`config.mk`:
```
export PLATFORM = sky130hd
export DESIGN_NAME = virtual_timer_multiplexer_unit
export DESIGN_NICKNAME = d
export VERILOG_FILES = /design/src/design/vtm_pkg.sv /design/src/design/vtm_cell.sv /design/src/design/virtual_timer_multiplexer_unit.sv
export SDC_FILE = /design/constraint.sdc
export NUM_CORES = 2
export LEC_CHECK = 0
export ABC_AREA = 1
export BUFFER_PORTS_ARGS = -buffer_cell sky130_fd_sc_hd__buf_2
export CORE_ASPECT_RATIO = 1.1
export CORE_MARGIN = 10
export CORE_UTILIZATION = 34
export DETAILED_ROUTE_END_ITERATION = 6
export PLACE_DENSITY = 0.46
export SLEW_MARGIN = 20
export SYNTH_ARGS = -nofsm -noshare
export SYNTH_HDL_FRONTEND = slang
export SYNTH_SLANG_ARGS = --single-unit
```
`constraint.sdc`:
```
create_clock -name clk -period 13.5 [get_ports clk]
set_input_delay 0.675 -clock clk [delete_from_list [all_inputs] [get_ports clk]]
set_output_delay 0.675 -clock clk [all_outputs]
set_load 0.01 [all_outputs]
```
`src/design/vtm_pkg.sv`:
```
// Shared constants, codes and types of the virtual timer multiplexer.
`default_nettype none
package vtm_pkg;

	localparam int NUM_SLOTS   = 8;
	localparam int MAX_RESULTS = 8;
	localparam int IDX_W       = (NUM_SLOTS > 1) ? $clog2(NUM_SLOTS) : 1;
	localparam int CNT_W       = (MAX_RESULTS > 1) ? $clog2(MAX_RESULTS) : 1;
	localparam int TIME_W      = 32;
	localparam int SLOT_ID_W   = 3;
	localparam int OUT_DATA_W  = 40;

	// Input function codes
	typedef enum logic [1:0] {
		FN_TICK    = 2'd0,
		FN_ONESHOT = 2'd1,
		FN_REPEAT  = 2'd2,
		FN_UNUSED  = 2'd3
	} func_t;

	// Result kinds
	typedef enum logic [1:0] {
		EV_STARTED = 2'd0,
		EV_FULL    = 2'd1,
		EV_EXPIRED = 2'd2,
		EV_NONE    = 2'd3
	} event_t;

	// Sequencer states
	typedef enum logic [1:0] {
		ST_IDLE = 2'b01,
		ST_SCAN = 2'b10
	} state_t;

	// Control broadcast from the sequencer to every slot cell
	typedef struct packed {
		logic              tick;
		logic              start;
		logic              step;
		logic              repeat_mode;
		logic [TIME_W-1:0] interval;
		logic [TIME_W-1:0] now_cur;
		logic [TIME_W-1:0] now_next;
	} cell_ctrl_t;

endpackage
`default_nettype wire

```
`src/design/vtm_cell.sv`:
```
// One timer slot: expiry, period, mode, live and pending flags, scan token.
`default_nettype none
module vtm_cell (
	input  wire logic               clk,
	input  wire logic               arst_n,
	input  wire vtm_pkg::cell_ctrl_t ctrl,
	input  wire logic               head,      // 1 on the first cell of the row
	input  wire logic               tok_in,    // scan token from the lower neighbor
	input  wire logic               taken_in,  // a lower slot is free
	input  wire logic               later_in,  // a higher slot still has a pending fire
	output logic                    tok_out,
	output logic                    taken_out,
	output logic                    later_out,
	output logic                    due,
	output logic                    hit,
	output logic                    grant
);
	import vtm_pkg::*;

	logic              live_q;
	logic              pend_q;
	logic              tok_q;
	logic              rep_q;
	logic [TIME_W-1:0] exp_q;
	logic [TIME_W-1:0] per_q;

	// Neighbor chains and local decisions
	assign due       = live_q && (exp_q == ctrl.now_next);
	assign grant     = !live_q && !taken_in;
	assign taken_out = taken_in | !live_q;
	assign later_out = later_in | pend_q;
	assign hit       = tok_q & pend_q;
	assign tok_out   = tok_q;

	// Control flags
	always_ff @(posedge clk or negedge arst_n) begin
		if (!arst_n) begin
			live_q <= 1'b0;
			pend_q <= 1'b0;
			tok_q  <= 1'b0;
		end else if (ctrl.tick) begin
			pend_q <= due;
			tok_q  <= head;
			if (due && !rep_q)
				live_q <= 1'b0;
		end else if (ctrl.start) begin
			if (grant)
				live_q <= 1'b1;
		end else if (ctrl.step) begin
			tok_q <= tok_in;
		end
	end

	// Timer payload: loaded on start, reloaded when a repeat timer fires
	always_ff @(posedge clk) begin
		if (ctrl.tick) begin
			if (due && rep_q)
				exp_q <= exp_q + per_q;
		end else if (ctrl.start && grant) begin
			exp_q <= ctrl.now_cur + ctrl.interval;
			per_q <= ctrl.interval;
			rep_q <= ctrl.repeat_mode;
		end
	end

endmodule
`default_nettype wire

```
`src/design/virtual_timer_multiplexer_unit.sv`:
```
// Top level of the virtual timer multiplexer: slot row, scan sequencer, output register.
//
// A start word (one-shot or repeat) is answered in the next cycle with the lowest free
// slot or a table-full status; it is taken while idle and the output register is free.
// A tick word advances the shared 32-bit counter and compares every slot at once.
// If nothing falls due the block is ready again on the next cycle. Otherwise a
// token walks the row of slot cells one cell per cycle while the output register
// is free, and each due slot reports its expiry in slot order as it is passed, so
// a tick with firings keeps the input closed until the walk ends, which is at the
// last firing (or after MAX_RESULTS reports). There is no clearing pass after reset.
`default_nettype none
module virtual_timer_multiplexer_unit (
	input  wire logic        clk,
	input  wire logic        arst_n,
	input  wire logic        s_tvalid,
	output logic             s_tready,
	input  wire logic [31:0] s_tdata,   // [31:0] interval
	input  wire logic [1:0]  s_tuser,   // [1:0] func
	output logic             m_tvalid,
	input  wire logic        m_tready,
	output logic [vtm_pkg::OUT_DATA_W-1:0] m_tdata, // [2:0] slot_id, [34:3] time_now, rest 0
	output logic [1:0]       m_tuser,   // [1:0] event_res
	output logic             m_tlast
);
	import vtm_pkg::*;

	state_t            state_q;
	logic [TIME_W-1:0] now_q;
	logic [IDX_W-1:0]  idx_q;
	logic [CNT_W-1:0]  cnt_q;
	logic              out_valid_q;
	logic [OUT_DATA_W-1:0] out_data_q;
	logic [1:0]        out_user_q;
	logic              out_last_q;

	cell_ctrl_t        ctrl;
	logic              s_acc;
	logic              out_free;
	logic              is_tick;
	logic              is_start;
	logic [NUM_SLOTS-1:0] tok_v, taken_v, later_v, due_v, hit_v, grant_v;
	logic [NUM_SLOTS:0]   tok_c, taken_c;
	logic [NUM_SLOTS:0]   later_c;
	logic              any_due;
	logic              any_hit;
	logic              hit_last;
	logic              full;
	logic [IDX_W-1:0]  gidx;
	logic [IDX_W+SLOT_ID_W-1:0] gidx_x, idx_x;

	// Handshake and decode
	assign out_free = !out_valid_q || m_tready;
	assign s_tready = (state_q == ST_IDLE) && out_free;
	assign s_acc    = s_tvalid && s_tready;
	assign is_tick  = (s_tuser == FN_TICK);
	assign is_start = (s_tuser == FN_ONESHOT) || (s_tuser == FN_REPEAT);

	// Broadcast to the cells
	always_comb begin
		ctrl.tick        = s_acc && is_tick;
		ctrl.start       = s_acc && is_start;
		ctrl.step        = (state_q == ST_SCAN) && out_free;
		ctrl.repeat_mode = (s_tuser == FN_REPEAT);
		ctrl.interval    = s_tdata;
		ctrl.now_cur     = now_q;
		ctrl.now_next    = now_q + 32'd1;
	end

	// Row of slot cells with token, free and pending chains
	assign tok_c[0]           = 1'b0;
	assign taken_c[0]         = 1'b0;
	assign later_c[NUM_SLOTS] = 1'b0;

	for (genvar g = 0; g < NUM_SLOTS; g++) begin : g_cell
		vtm_cell u_cell (
			.clk       (clk),
			.arst_n    (arst_n),
			.ctrl      (ctrl),
			.head      ((g == 0) ? 1'b1 : 1'b0),
			.tok_in    (tok_c[g]),
			.taken_in  (taken_c[g]),
			.later_in  (later_c[g+1]),
			.tok_out   (tok_c[g+1]),
			.taken_out (taken_c[g+1]),
			.later_out (later_c[g]),
			.due       (due_v[g]),
			.hit       (hit_v[g]),
			.grant     (grant_v[g])
		);
		assign tok_v[g]   = tok_c[g+1];
		assign taken_v[g] = taken_c[g];
		assign later_v[g] = later_c[g+1];
	end

	assign any_due  = |due_v;
	assign any_hit  = |hit_v;
	assign hit_last = (|(hit_v & ~later_v)) || (cnt_q == CNT_W'(MAX_RESULTS - 1));
	assign full     = !taken_c[NUM_SLOTS];

	// Encode the granted slot
	always_comb begin
		gidx = '0;
		for (int i = 0; i < NUM_SLOTS; i++)
			if (grant_v[i])
				gidx = gidx | IDX_W'(i);
	end

	assign gidx_x = {{SLOT_ID_W{1'b0}}, gidx};
	assign idx_x  = {{SLOT_ID_W{1'b0}}, idx_q};

	// Sequencer and counter
	always_ff @(posedge clk or negedge arst_n) begin
		if (!arst_n) begin
			state_q <= ST_IDLE;
			now_q   <= '0;
			idx_q   <= '0;
			cnt_q   <= '0;
		end else begin
			unique case (state_q)
				ST_IDLE: begin
					if (ctrl.tick) begin
						now_q <= ctrl.now_next;
						idx_q <= '0;
						cnt_q <= '0;
						if (any_due)
							state_q <= ST_SCAN;
					end
				end
				ST_SCAN: begin
					if (ctrl.step) begin
						idx_q <= idx_q + 1'b1;
						if (any_hit) begin
							cnt_q <= cnt_q + 1'b1;
							if (hit_last)
								state_q <= ST_IDLE;
						end
					end
				end
				default: state_q <= ST_IDLE;
			endcase
		end
	end

	// Output register valid
	always_ff @(posedge clk or negedge arst_n) begin
		if (!arst_n)
			out_valid_q <= 1'b0;
		else if (ctrl.start || (ctrl.step && any_hit))
			out_valid_q <= 1'b1;
		else if (m_tready)
			out_valid_q <= 1'b0;
	end

	// Output register payload
	always_ff @(posedge clk) begin
		if (ctrl.start) begin
			out_data_q <= {5'd0, now_q, (full ? SLOT_ID_W'(0) : gidx_x[SLOT_ID_W-1:0])};
			out_user_q <= full ? EV_FULL : EV_STARTED;
			out_last_q <= 1'b1;
		end else if (ctrl.step && any_hit) begin
			out_data_q <= {5'd0, now_q, idx_x[SLOT_ID_W-1:0]};
			out_user_q <= EV_EXPIRED;
			out_last_q <= hit_last;
		end
	end

	assign m_tvalid = out_valid_q;
	assign m_tdata  = out_data_q;
	assign m_tuser  = out_user_q;
	assign m_tlast  = out_last_q;

	// Checks
	a_tok_onehot: assert property (@(posedge clk) disable iff (!arst_n) $onehot0(tok_v))
		else $error("scan token in more than one cell");
	a_hit_onehot: assert property (@(posedge clk) disable iff (!arst_n) $onehot0(hit_v))
		else $error("more than one slot reporting at once");
	a_quiet_tick: assert property (@(posedge clk) disable iff (!arst_n)
		(ctrl.tick && !any_due) |=> (state_q == ST_IDLE))
		else $error("scan entered with nothing due");
	a_grant_one: assert property (@(posedge clk) disable iff (!arst_n)
		$onehot0(grant_v & ~taken_v))
		else $error("more than one free slot granted");
	a_start_last: assert property (@(posedge clk) disable iff (!arst_n)
		ctrl.start |=> (m_tvalid && m_tlast))
		else $error("start answer not a single last word");

endmodule
`default_nettype wire

```
==> flow_metrics.tcl <==
set metrics [dict create \
    synth.avg_cell_area_um2 8.22 \
    die_area_um2 136000 \
    drc_errors 0 \
    area_growth_pct 13.0 \
    tightest_slew_ns 1.02 \
    p_per_area_nw_per_um2 132 \
    leakagePower_nw 20.0 \
    clk_pin_slew_ns 0.06 \
    combPwrFrac_pct 25.0 \
    seq_power_share_pct 39.6 \
    seq_area_um2 18400 \
    firstDrtPassIters 5 \
    syn_inst 5029 \
    ys_ff_latch 623 \
    drt_iter0_markers 3240 \
    whs_ns 0.341 \
    place_area_um2 44100 \
    slew_violations 0 \
    clk_latency_ns 0.70 \
    skew_ns 0.0247 \
    timing.final.crit_share_pct 35.2 \
    final_hold_viol_count 0 \
    io_buffers 77 \
    wire_per_inst_um 24.4 \
    die_x_um 352 \
    peakVddDrop_uv 89.6 \
    ys_types 55 \
    multi_input_area_um2 20600 \
    critical_path_class "flip-flop to flip-flop" \
    grt_first_pass_wirelength_um 240000 \
    critPathMaxStageDelay_ns 0.84 \
    initial_utilization_pct 34.2 \
    nets 5520 \
    cp-endpoint "g_cell[7].u_cell.exp_q[26]" \
    worst-path-buf-inv 3 \
    clk_path_buf_depth 3 \
    netlist_area_um2 41300 \
    clockRootBuffer "clkbuf_16" \
    stdcell_count 6887 \
    total_power_w 0.00615 \
    start_kind "flip-flop" \
    crit_start "now_q[0]" \
    worstRegToRegCells 18 \
    slowest_stage "dfrtp_1" \
    ys_seq_area_share_pct 44.4 \
    hold_class "input port to flip-flop" \
    swShare_pct 35.2 \
    ant_nets 0 \
    grt_antenna_before_repair 9 \
    ctsHoldBuffers 1 \
    core-area_um2 121000 \
    grt_use_total_pct 24.1 \
    clock-sinks 623 \
    async_flop_share_pct 10.4 \
    stdcell_area_um2 46700 \
    final.setup.tns_ns 0 \
    post_cts_buffers 0 \
    post_cts_resized 0 \
    clockPowerShare_pct 35.4 \
    tritoncts "done" \
    required_ns 13.82 \
    finalSetupViolations 0 \
    fmax_ghz 0.210 \
    outcome "finished clean" \
    gp_congestion 0.943 \
    dp.final_hpwl_um 134000 \
    worstPathMaxFanout 32 \
    grt.overflow.total 0 \
    reg2reg_slack_ns 8.75 \
    regToRegStartpoint "now_q[0]" \
    h-tree-depth 3 \
    die-height_um 386 \
    period_needed_ns 4.75 \
    end_kind "flip-flop" \
    slew-limit-headroom_pct 31.7 \
    path_cells "ha_1 -> nand3_1 -> nand2_1 -> nand2_1 -> nand2_1 -> nand2_1 -> inv_1 -> nand2_1 -> nor2_1 -> nand3_1 -> nor2_1 -> nand3_1 -> nor2_1 -> nand3_1 -> inv_1 -> nand2_1 -> o21ai_4 -> buf_4" \
    rows 134 \
    arrival_ns 5.07 \
    wl_um 168000 \
    cp_num_cells 18 \
    maxCapViolCount 0 \
    rsz0062_at_grt "no" \
    cpLargestDelayFamily "simple AND/OR/NAND/NOR gates" \
    cts_made_buffers 80 \
    p_switching_w 0.00217 \
    n_fill_cell 12522 \
    vias_per_cell 5.28 \
    grt_max_degree 100 \
    placedCellCount 6737 \
    worst_r2r_endpoint "g_cell[7].u_cell.exp_q[26]" \
    grt_pass1_vias 35014 \
    cp_common_cell "nand2_1" \
    p_int_w 0.00399 \
    ys.flop_type "edfxtp_1" \
    drive_gt1_share_pct 6.78 \
    vias 36374 \
    ys.warnings.count 0 \
    synth_edf_count 557 \
    ios 83 \
]
## power by group through the flow
stage	sequential [W]	combinational, W	clock, W
final	0.00244	0.00154	0.00218
after detailed placement	0.00247	0.00153	0
after CTS	0.00243	0.00153	0.00223
after global routing	0.00244	0.00171	0.00229
after global placement	0.00247	0.00152	0
after floorplan	0.00240	0.000928	0
## registers in the layout (all words and copies together) (netlist names)
name and cells:
m_tvalid 1, g_cell.u_cell.pend_q 8, g_cell.u_cell.rep_q 8, idx_q 3, cnt_q 3, g_cell.u_cell.live_q 8
m_tlast 1, g_cell.u_cell.tok_out 8, state_q 2, now_q 32, m_tuser 2, m_tdata 35
g_cell.u_cell.per_q 256, g_cell.u_cell.exp_q 256
## cell usage after synthesis, drive strengths merged (18+ instances only)
cell type	n	area (um^2)
a21boi	23	173
a21o	20	150
a21oi	433	2170
a31oi	63	394
and2	19	119
buf	26	150
clkbuf	36	135
dfrtp	64	1600
edfxtp	557	16700
ha	285	3570
inv	596	2240
nand2	1276	4900
nand3	187	961
nand3b	59	443
nand4	52	325
nor2	505	1970
nor3	41	205
o21a	19	143
o21ai	473	2380
o21bai	41	319
o31ai	18	135
xnor2	71	622
xor2	83	727
## metrics by stage
| stage | setup slack, ns | utilization (%) |
|---|---|---|
| 6_report | 8.75 | 38.6 |
| 2_1_floorplan | 8.52 | - |
| 3_3_place_gp | 8.72 | 36.4 |
| 4_1_cts | 8.67 | 38.6 |
| 5_1_grt | 8.38 | 38.6 |
| 3_5_place_dp | 8.71 | 36.4 |
## worst reg2reg max path, stage by stage (launching register included)
cell     delay, ns
dfrtp_1       0.84
ha_1          0.35
nand3_1       0.25
nand2_1       0.28
nand2_1       0.32
nand2_1       0.14
nand2_1       0.06
inv_1         0.05
nand2_1       0.06
nor2_1        0.13
nand3_1       0.16
nor2_1        0.16
nand3_1       0.09
nor2_1        0.09
nand3_1       0.39
inv_1         0.20
nand2_1       0.13
o21ai_4       0.16
buf_4         0.47
## cells by family (layout without fill, tap and decap cells)
group	after synthesis	in the layout	share of synthesized area, %
AO/OA/AOI/OAI	1140	1140	15.2
other	1	8	0.00907
AND/OR/NAND/NOR	2158	2158	21.9
XOR/XNOR	154	154	3.26
adder cells (fa/ha/maj)	294	294	9.06
buffers and inverters	659	878	6.11
flip-flops	623	623	44.4
## per-layer routing
layer  track usage [%]  vias to the layer above  part of all wire (%)  wire (um)
met1              31.5                    17439                    44      74100
met4              10.1                        0                   4.2       7140
met5                 0                        -                     0          0
met3              2.40                      265                   5.0       8480
li1                  -                    17574                     -          -
met2              40.5                     1096                    47      78500
## worst min path at each step
stage	start	endpoint	slack, ns	cells past startpoint
4_1_cts	m_tready	m_tvalid	0.30	4
6_report	m_tready	m_tvalid	0.34	4
3_5_place_dp	m_tlast	m_tlast	0.48	2
3_3_place_gp	cnt_q[2]	cnt_q[2]	0.48	2
5_1_grt	m_tready	m_tvalid	0.36	4
2_1_floorplan	arst_n	cnt_q[0]	0.38	0
## area by class of cell
class	instances	share of cell area, %
antenna	3	0.0161
multi-input combinational	3751	44.2
sequential	623	39.3
timing repair buffer	135	1.79
tap	1632	4.37
clock inverter	46	0.795
clock buffer	100	4.70
inverter	597	4.81
## cell usage in the layout (no fill, tap or decap), drive strengths merged, types with 71 or more instances in the layout
cell / n
buf: 134
clkbuf: 100
inv: 597
edfxtp: 557
xnor2: 71
xor2: 83
o21ai: 473
ha: 285
nand2: 1276
nor2: 505
a21oi: 433
nand3: 187
(Power assumes the default switching activity.)
